[src/gwes_pkg.sv]
// Types and constants for the grid window energy sum/max unit.
`timescale 1ns / 1ps

package gwes_pkg;

  localparam int unsigned CFG_IDX_BITS  = 3;
  localparam int unsigned CFG_DATA_BITS = 9;
  localparam int unsigned ETA_BITS      = 8;
  localparam int unsigned PHI_BITS      = 9;
  localparam int unsigned GRID_BITS     = 8;
  localparam int unsigned MAXE_BITS     = 23;
  localparam int unsigned ID_BITS       = 32;
  localparam int unsigned WSUM_BITS     = 32;

  localparam logic [GRID_BITS-1:0] GRID_SIZE_RESET  = 8'd1;
  localparam logic [PHI_BITS-1:0]  PHI_CELLS_LATTICE = 9'd72;

  typedef enum logic [CFG_IDX_BITS-1:0] {
    REG_CENTER_ETA_OR_X = 3'd0,
    REG_CENTER_PHI_OR_Y = 3'd1,
    REG_CENTER_SIDE     = 3'd2,
    REG_GRID_SIZE       = 3'd3,
    REG_PHI_PERIOD      = 3'd4,
    REG_WINDOW_MODE     = 3'd5,
    REG_CENTER_PRESENT  = 3'd6
  } cfg_reg_e;

  typedef struct packed {
    logic [ETA_BITS-1:0]  center_eta_or_x;  // two's complement
    logic [PHI_BITS-1:0]  center_phi_or_y;
    logic                 center_side;
    logic [GRID_BITS-1:0] grid_size;
    logic [PHI_BITS-1:0]  phi_period;
    logic                 window_mode;
    logic                 center_present;
  } cfg_t;

  localparam cfg_t CFG_RESET = '{
    center_eta_or_x: '0,
    center_phi_or_y: '0,
    center_side:     1'b0,
    grid_size:       GRID_SIZE_RESET,
    phi_period:      PHI_CELLS_LATTICE,
    window_mode:     1'b0,
    center_present:  1'b0
  };

  typedef struct packed {
    logic                first_hit;
    logic [ETA_BITS-1:0] eta_or_x;  // two's complement
    logic [PHI_BITS-1:0] phi_or_y;
    logic                side;
    logic                same_system;
  } hit_t;

endpackage

[src/gwes_window.sv]
// Window membership test of one hit against the configured center cell.
`timescale 1ns / 1ps

module gwes_window (
  input  gwes_pkg::cfg_t cfg_i,
  input  gwes_pkg::hit_t hit_i,
  output logic           in_win_o
);
  import gwes_pkg::*;

  logic [ETA_BITS:0]   ce_ext, ne_ext, ce_adj, ne_adj;
  logic [ETA_BITS+1:0] de_s, de_mag;
  logic [PHI_BITS:0]   dp_s, dp_mag, pd_s, pd_mag, dph;
  logic [ETA_BITS:0]   dx_s, dx_mag;
  logic                lattice_in, endcap_in;

  always_comb begin
    // lattice eta: negative indices move up by one (no zero cell)
    ce_ext = {cfg_i.center_eta_or_x[ETA_BITS-1], cfg_i.center_eta_or_x};
    ne_ext = {hit_i.eta_or_x[ETA_BITS-1], hit_i.eta_or_x};
    ce_adj = cfg_i.center_eta_or_x[ETA_BITS-1] ? ce_ext + 1'b1 : ce_ext;
    ne_adj = hit_i.eta_or_x[ETA_BITS-1] ? ne_ext + 1'b1 : ne_ext;
    de_s   = {ce_adj[ETA_BITS], ce_adj} - {ne_adj[ETA_BITS], ne_adj};
    de_mag = de_s[ETA_BITS+1] ? (~de_s + 1'b1) : de_s;

    // phi / y distance, shared by both modes
    dp_s   = {1'b0, cfg_i.center_phi_or_y} - {1'b0, hit_i.phi_or_y};
    dp_mag = dp_s[PHI_BITS] ? (~dp_s + 1'b1) : dp_s;

    // wrapped distance period - d; only its magnitude matters
    pd_s   = {1'b0, cfg_i.phi_period} - dp_mag;
    pd_mag = pd_s[PHI_BITS] ? (~pd_s + 1'b1) : pd_s;
    dph    = (pd_mag < dp_mag) ? pd_mag : dp_mag;

    lattice_in = (de_mag <= {2'b00, cfg_i.grid_size}) &&
                 (dph <= {2'b00, cfg_i.grid_size});

    dx_s   = {cfg_i.center_eta_or_x[ETA_BITS-1], cfg_i.center_eta_or_x} - ne_ext;
    dx_mag = dx_s[ETA_BITS] ? (~dx_s + 1'b1) : dx_s;

    endcap_in = (hit_i.side == cfg_i.center_side) &&
                (dx_mag <= {1'b0, cfg_i.grid_size}) &&
                (dp_mag <= {2'b00, cfg_i.grid_size});

    in_win_o = cfg_i.window_mode ? endcap_in : lattice_in;
  end

endmodule

[src/gwes_accum.sv]
// Running saturating window sum and strict-greater maximum tracker.
`timescale 1ns / 1ps

module gwes_accum #(
  parameter int unsigned ENERGY_BITS = 24,
  parameter int unsigned SUM_BITS    = 32
) (
  input  logic                                clk_i,
  input  logic                                rst_ni,
  input  logic                                load_i,
  input  logic                                first_i,
  input  logic                                use_i,
  input  logic                                present_i,
  input  logic signed [ENERGY_BITS-1:0]       energy_i,
  input  logic [gwes_pkg::ID_BITS-1:0]        id_i,
  output logic [gwes_pkg::WSUM_BITS-1:0]      window_sum_o,
  output logic [gwes_pkg::MAXE_BITS-1:0]      max_energy_o,
  output logic [gwes_pkg::ID_BITS-1:0]        max_id_o,
  output logic                                max_found_o
);
  import gwes_pkg::*;

  localparam int unsigned ADD_W = ((SUM_BITS > ENERGY_BITS) ? SUM_BITS : ENERGY_BITS) + 1;
  localparam int unsigned CMP_W = ((ENERGY_BITS > MAXE_BITS) ? ENERGY_BITS : MAXE_BITS) + 1;
  localparam int unsigned WS_W  = (SUM_BITS > WSUM_BITS) ? SUM_BITS : WSUM_BITS;

  localparam logic [SUM_BITS-1:0] SUM_MAX = {1'b0, {(SUM_BITS-1){1'b1}}};
  localparam logic [SUM_BITS-1:0] SUM_MIN = {1'b1, {(SUM_BITS-1){1'b0}}};
  localparam logic signed [CMP_W-1:0] MAXE_LIMIT = CMP_W'({MAXE_BITS{1'b1}});

  logic signed [SUM_BITS-1:0]   sum_q, sum_d, sum_base;
  logic [MAXE_BITS-1:0]         maxe_q, maxe_d, maxe_base;
  logic [ID_BITS-1:0]           maxid_q, maxid_d, maxid_base;
  logic                         found_q, found_d, found_base;
  logic                         zero_q, zero_d;

  logic signed [ADD_W-1:0]      sum_wide;
  logic [ADD_W-SUM_BITS:0]      sum_hi;
  logic [SUM_BITS-1:0]          sum_sat;
  logic signed [CMP_W-1:0]      e_cmp, m_cmp;
  logic                         gt;
  logic [MAXE_BITS-1:0]         e_sat;
  logic signed [WS_W-1:0]       ws_ext;

  always_comb begin
    // first hit of a group clears before the hit is applied
    sum_base   = first_i ? '0 : sum_q;
    maxe_base  = first_i ? '0 : maxe_q;
    maxid_base = first_i ? '0 : maxid_q;
    found_base = first_i ? 1'b0 : found_q;

    sum_wide = ADD_W'(sum_base) + ADD_W'(energy_i);
    sum_hi   = sum_wide[ADD_W-1:SUM_BITS-1];
    if ((&sum_hi) || !(|sum_hi)) begin
      sum_sat = sum_wide[SUM_BITS-1:0];
    end else begin
      sum_sat = sum_wide[ADD_W-1] ? SUM_MIN : SUM_MAX;
    end

    e_cmp = CMP_W'(energy_i);
    m_cmp = $signed(CMP_W'(maxe_base));
    gt    = e_cmp > m_cmp;
    e_sat = (e_cmp > MAXE_LIMIT) ? {MAXE_BITS{1'b1}} : e_cmp[MAXE_BITS-1:0];

    sum_d   = sum_base;
    maxe_d  = maxe_base;
    maxid_d = maxid_base;
    found_d = found_base;
    zero_d  = !present_i;
    if (present_i && use_i) begin
      sum_d = sum_sat;
      if (gt) begin
        maxe_d  = e_sat;
        maxid_d = id_i;
        found_d = 1'b1;
      end
    end
  end

  always_ff @(posedge clk_i or negedge rst_ni) begin
    if (!rst_ni) begin
      sum_q   <= '0;
      maxe_q  <= '0;
      maxid_q <= '0;
      found_q <= 1'b0;
      zero_q  <= 1'b1;
    end else if (load_i) begin
      sum_q   <= sum_d;
      maxe_q  <= maxe_d;
      maxid_q <= maxid_d;
      found_q <= found_d;
      zero_q  <= zero_d;
    end
  end

  always_comb begin
    ws_ext       = WS_W'(sum_q);
    window_sum_o = zero_q ? '0 : ws_ext[WSUM_BITS-1:0];
    max_energy_o = zero_q ? '0 : maxe_q;
    max_id_o     = zero_q ? '0 : maxid_q;
    max_found_o  = zero_q ? 1'b0 : found_q;
  end

endmodule

[src/grid_window_energy_sum_max_unit.sv]
// Top level: input stage, configuration registers and output flow control.
`timescale 1ns / 1ps

// Square-window energy sum and maximum over a stream of calorimeter hits. Each
// accepted hit yields one result: it is held in the input register, then the
// window test and the saturating accumulate/compare land in the result register.
// One hit per cycle is sustained while the input is not stalled; the feedback
// through the running sum and maximum registers allows that rate. The input
// stalls only while both stages are full and the output is stalled. Configuration
// writes are always ready and must be done while no transaction is in flight.
module grid_window_energy_sum_max_unit #(
  parameter int unsigned ENERGY_BITS = 24,
  parameter int unsigned SUM_BITS    = 32
) (
  input  logic                                     clk_i,
  input  logic                                     rst_ni,

  input  logic                                     cfg_valid_i,
  output logic                                     cfg_ready_o,
  input  logic [gwes_pkg::CFG_IDX_BITS-1:0]        cfg_index_i,
  input  logic [gwes_pkg::CFG_DATA_BITS-1:0]       cfg_data_i,

  input  logic                                     in_valid_i,
  output logic                                     in_stall_o,
  input  logic                                     first_hit_i,
  input  logic signed [gwes_pkg::ETA_BITS-1:0]     hit_eta_or_x_i,
  input  logic [gwes_pkg::PHI_BITS-1:0]            hit_phi_or_y_i,
  input  logic                                     hit_side_i,
  input  logic                                     hit_same_system_i,
  input  logic signed [ENERGY_BITS-1:0]            hit_energy_i,
  input  logic [gwes_pkg::ID_BITS-1:0]             hit_id_i,

  output logic                                     out_valid_o,
  input  logic                                     out_stall_i,
  output logic signed [gwes_pkg::WSUM_BITS-1:0]    window_sum_o,
  output logic [gwes_pkg::MAXE_BITS-1:0]           max_energy_o,
  output logic [gwes_pkg::ID_BITS-1:0]             max_id_o,
  output logic                                     max_found_o
);
  import gwes_pkg::*;

  cfg_t                         cfg_q;
  hit_t                         hit_q;
  logic signed [ENERGY_BITS-1:0] energy_q;
  logic [ID_BITS-1:0]           id_q;
  logic                         v1_q, v1_d;
  logic                         out_valid_q, out_valid_d;
  logic                         out_free, move, accept, in_win;
  logic [WSUM_BITS-1:0]         window_sum;

  // configuration registers
  assign cfg_ready_o = 1'b1;

  always_ff @(posedge clk_i or negedge rst_ni) begin
    if (!rst_ni) begin
      cfg_q <= CFG_RESET;
    end else if (cfg_valid_i) begin
      unique case (cfg_reg_e'(cfg_index_i))
        REG_CENTER_ETA_OR_X: cfg_q.center_eta_or_x <= cfg_data_i[ETA_BITS-1:0];
        REG_CENTER_PHI_OR_Y: cfg_q.center_phi_or_y <= cfg_data_i[PHI_BITS-1:0];
        REG_CENTER_SIDE:     cfg_q.center_side     <= cfg_data_i[0];
        REG_GRID_SIZE:       cfg_q.grid_size       <= cfg_data_i[GRID_BITS-1:0];
        REG_PHI_PERIOD:      cfg_q.phi_period      <= cfg_data_i[PHI_BITS-1:0];
        REG_WINDOW_MODE:     cfg_q.window_mode     <= cfg_data_i[0];
        REG_CENTER_PRESENT:  cfg_q.center_present  <= cfg_data_i[0];
        default: ;
      endcase
    end
  end

  // two-stage flow control: input register, then result register
  always_comb begin
    out_free    = !out_valid_q || !out_stall_i;
    move        = v1_q && out_free;
    in_stall_o  = v1_q && !out_free;
    accept      = in_valid_i && !in_stall_o;
    v1_d        = accept || (v1_q && !move);
    out_valid_d = move || (out_valid_q && out_stall_i);
  end

  always_ff @(posedge clk_i or negedge rst_ni) begin
    if (!rst_ni) begin
      v1_q        <= 1'b0;
      out_valid_q <= 1'b0;
    end else begin
      v1_q        <= v1_d;
      out_valid_q <= out_valid_d;
    end
  end

  always_ff @(posedge clk_i) begin
    if (accept) begin
      hit_q.first_hit   <= first_hit_i;
      hit_q.eta_or_x    <= hit_eta_or_x_i;
      hit_q.phi_or_y    <= hit_phi_or_y_i;
      hit_q.side        <= hit_side_i;
      hit_q.same_system <= hit_same_system_i;
      energy_q          <= hit_energy_i;
      id_q              <= hit_id_i;
    end
  end

  gwes_window u_window (
    .cfg_i    (cfg_q),
    .hit_i    (hit_q),
    .in_win_o (in_win)
  );

  gwes_accum #(
    .ENERGY_BITS (ENERGY_BITS),
    .SUM_BITS    (SUM_BITS)
  ) u_accum (
    .clk_i        (clk_i),
    .rst_ni       (rst_ni),
    .load_i       (move),
    .first_i      (hit_q.first_hit),
    .use_i        (hit_q.same_system && in_win),
    .present_i    (cfg_q.center_present),
    .energy_i     (energy_q),
    .id_i         (id_q),
    .window_sum_o (window_sum),
    .max_energy_o (max_energy_o),
    .max_id_o     (max_id_o),
    .max_found_o  (max_found_o)
  );

  assign window_sum_o = $signed(window_sum);
  assign out_valid_o  = out_valid_q;

endmodule

[config.mk]
export PLATFORM = sky130hd
export DESIGN_NAME = grid_window_energy_sum_max_unit
export DESIGN_NICKNAME = d
export VERILOG_FILES = /design/src/gwes_pkg.sv /design/src/gwes_window.sv /design/src/gwes_accum.sv /design/src/grid_window_energy_sum_max_unit.sv
export SDC_FILE = /design/constraint.sdc
export NUM_CORES = 1
export LEC_CHECK = 0
export BUFFER_PORTS_ARGS = -buffer_cell sky130_fd_sc_hd__buf_4
export CAP_MARGIN = 10
export CORE_MARGIN = 8
export CORE_UTILIZATION = 40
export CTS_CLUSTER_DIAMETER = 60
export DETAILED_ROUTE_END_ITERATION = 6
export GPL_TIMING_DRIVEN = 0
export PLACE_DENSITY = 0.67
export SLEW_MARGIN = 15
export SYNTH_ARGS = -nofsm -noshare
export SYNTH_HDL_FRONTEND = slang
export SYNTH_SLANG_ARGS = --single-unit
[constraint.sdc]
create_clock -name clk_i -period 16 [get_ports clk_i]
set_input_delay 0.8 -clock clk_i [delete_from_list [all_inputs] [get_ports clk_i]]
set_output_delay 0.8 -clock clk_i [all_outputs]
set_load 0.02 [all_outputs]
==> impl_metrics.yaml <==
sta:
  final.period_utilization: 0.6231
  fin_crit_ns: 9.970
  max-slew-margin-rel: 0.3542
  timing_hold_violations_final: 0
  holdWs_ns: 0.1707
  report.final.setup_viol: 0
  sum_of_negative_setup_slack_ns: 0
  setup_repair_after_global_routing_missed_its_margin: "false"
  max_freq_mhz: 100.3
  max_slew.worst_pin.slew_ns: 0.9443
  finClkSkew_ns: 0.04660
  pins_over_their_slew_limit: 0
power_and_ir_drop:
  power.sequential.fraction: 0.207
  power_switching_mw: 1.489
  leakage_nw: 7.933
  cell_internal_pwr_mw: 1.881
  power.share.combinational: 0.603
  clock_power_share: 0.190
  power-per-cell-area_nw_per_um2: 194.7
  ir_worst_vdd_mv: 0.2043
  power_switching_share: 0.4419
setup_path:
  crit_path_start_kind: "flop"
  critical-path-slowest-cell: "xor2_1"
  timing.setup.critical_path_class: "reg2reg"
  worstSetupEndpointType: "flop"
  crit_arrival_ns: 10.43
  crit_path_frequent_cell: "a21oi_1"
  worst_path_largest_cell_delay_ns: 0.42
  critical_path.max_fanout: 10
  timing.critical_path.required_ns: 16.46
cts:
  clock_latency_ns: 0.59
  clock_buffer_depth: 3
  cts.htree.levels: 1
  post_cts_buffers: 0
  cts.clk_slew.worst_paths_ns: 0.05
  cts-root-buf: "clkbuf_16"
  cts_resized: 0
  clock_tree_from_tritoncts: "yes"
  cts.sink_count: 204
  cts.hold.buffers_added: 0
  cts_buffers: 30
detailed_routing:
  drt_drc_violations_left: 0
  via_count: 11420
  ant_nets: 0
  per_cell_via_count_in_the_routed_design: 5.160
  first_pass_iters: 5
  drt_wl_total_mm: 38.71
  initialDrtViolationCount: 571
  routedWlPerCell_um: 17.49
logic_synthesis:
  synthDominantAreaCellType: "dfrtp_1"
  ys_ff_latch: 204
  synth-warning-count: 0
  synth.top_cells.by_area: "dfrtp_1 (22%), edfxtp_1 (16%), ha_1 (12%)"
  synth_enable_flop_cells: 76
  netlist.area_leader.share: 0.2167
  synth.yosys.seq_area_share: 0.3834
  main_synth_ff_type: "dfrtp_1"
  synth.lib_cells_used.distinct: 73
  number_of_instances_in_the_synthesized_netlist: 1514
  postSynthNetCount: 1746
  synthArstFlopShare: 0.6275
  avgSynthCellArea_um2: 9.459
  synthesis.area_um2: 14320
floorplan:
  std_cell_rows: 69
  die_height_um: 205.2
  floorplan.core_area_um2: 35400
  die_width_um: 205.2
  initial_utilization: 0.4046
  ioPinCount: 184
  dieArea_um2: 42110
cells_and_area:
  syn_to_final_growth_pct: 20.90
  antenna_cells_inserted: 0
  fraction_of_final_layout_cells_with_drive_strength_greater_than_1: 0.1769
  num-fill-cells: 3273
  final_nets: 1961
placement:
  dpl.hpwl_mm: 29.75
  gp_routability_congestion: 0.8765
  placement.io_buffers: 180
run_status:
  status: "finished, final reports clean"
worst_hold_path:
  hold_path_class: "in2async"
global_routing:
  track_usage: 0.1839
  first_global_vias: 11810
  grt_start_max_net_pins: 67
  antenna_found_initial: 0
  grt_remaining_overflow: 0
  grt_first_pass_wirelength_mm: 62.27
job:
  maxCapViolCount: 0
-- layout make-up --
| class | count | area (um^2) | area share |
|---|---|---|---|
| Buffer | 53 | 289.0 | 0.01669 |
| Clock buffer | 37 | 797.0 | 0.04603 |
| Clock inverter | 18 | 185.2 | 0.01070 |
| Inverter | 155 | 581.8 | 0.03360 |
| Multi-Input combinational cell | 1102 | 7973 | 0.4605 |
| Sequential cell | 204 | 5490 | 0.3171 |
| Tap cell | 461 | 576.8 | 0.03331 |
| Timing Repair Buffer | 183 | 1421 | 0.08209 |
-- sequential cells by signal, summed over array words and instances (netlist names) --
register and count:
cfg_q 37, u_accum.sum_q 32, id_q 32, out_valid_o 1
u_accum.found_q 1, u_accum.maxid_q 32, energy_q 24, hit_q 20
u_accum.zero_q 1, v1_q 1, u_accum.maxe_q 23
-- worst max-delay path: cells and delay by family (launching register included) --
kind	cells	cell delay [ns]
AOI/OAI and AO/OA	24	4.59
and+or+nand+nor	14	1.95
adders and majority gates	4	1.22
buffers and inverters	4	0.98
xor gates and xnor gates	1	0.42
DFF	1	0.40
muxes	1	0.30
-- power groups by stage --
stage / combinational, mW / sequential [mW] / clock, mW
floorplan: 1.56 / 0.685 / 0
global placement: 1.95 / 0.703 / 0
detailed placement: 2.02 / 0.705 / 0
CTS: 2.04 / 0.696 / 0.659
global route: 2.32 / 0.706 / 0.680
finish: 2.03 / 0.696 / 0.641
-- path summary, 6_finish.rpt --
path | startpoint | endpoint | slack [ns] | cells after the start
max | cfg_q[25] | u_accum.sum_q[24] | 6.03 | 48
min | rst_ni | u_accum.sum_q[18] | 0.17 | 1
max reg2reg | cfg_q[25] | u_accum.sum_q[24] | 6.03 | 48
min reg2reg | id_q[8] | u_accum.maxid_q[8] | 0.50 | 2
max in group asynchronous | rst_ni | cfg_q[11] | 15.04 | 2
min in group clk_i | hit_energy_i[10] | energy_q[10] | 0.38 | 1
-- cell families (layout without fill, tap and decap cells) --
kind of cell / Yosys count / in the layout / share of synthesized area
AO/OA/AOI/OAI: 291 / 291 / 0.1380
adder cells (fa/ha/maj): 140 / 140 / 0.1243
buffers and inverters: 208 / 446 / 0.06081
XOR/XNOR: 87 / 87 / 0.05426
AND/OR/NAND/NOR: 484 / 484 / 0.1663
flip-flops: 204 / 204 / 0.3834
other: 1 / 1 / 0.0002618
multiplexers: 99 / 99 / 0.07260
-- cell usage in the layout, fill, tap and decap left out, types with 5 or more instances in the layout --
cell type	Yosys	final
o21ai_0	40	40
nor2b_1	77	77
or3_1	13	13
buf_4	3	183
nand4_1	24	24
edfxtp_1	76	76
nand3_1	28	28
nor2_1	132	132
clkinv_1	0	5
ha_1	135	135
xor2_1	34	34
o22ai_1	20	20
clkbuf_1	39	44
clkbuf_16	0	30
o21a_1	28	28
nor3_1	12	10
a21o_1	32	32
nand2_1	120	120
a31oi_1	10	10
dfrtp_1	124	124
and2_1	6	5
buf_2	5	5
nand4b_1	5	5
a21oi_1	78	78
a221o_1	5	5
mux2_2	39	39
mux2i_1	60	60
a211o_1	5	5
o21bai_1	8	8
o221ai_1	18	18
xnor2_1	51	51
inv_1	152	152
nand2b_1	42	42
-- Yosys cell counts, types with 6 or more instances --
master	number
a21o_1	32
o22ai_1	20
o221ai_1	18
or3_1	13
clkbuf_1	39
ha_1	135
o21a_1	28
inv_1	152
nand2_1	120
nand2b_1	42
a31oi_1	10
xor2_1	34
xnor2_1	51
mux2_2	39
and2_1	6
dfrtp_1	124
o21bai_1	8
a21oi_1	78
nor3_1	12
nand3_1	28
edfxtp_1	76
mux2i_1	60
nor2b_1	77
o21ai_0	40
nor2_1	132
nand4_1	24
-- per-stage QoR --
step                      setup slack [ns]  utilization  power (mW)  cell area [um^2]  std cells
final                                6.030       0.4891       3.370             17310       2213
after global routing                 5.113       0.4891       3.707             17310       2213
after CTS                            6.025       0.4891       3.396             17310       2213
after detailed placement             6.102       0.4614       2.727             16330       2158
after global placement               6.327       0.4591       2.650             16250       2155
after floorplan                      7.553            -       2.248             14320       1514
-- per-layer routing --
layer	wire, um	global-route usage
met1	17280	0.2326
met2	18410	0.3137
met3	2202	0.04550
met4	821	0.04059
met5	0	0
(Power assumes the default switching activity.)
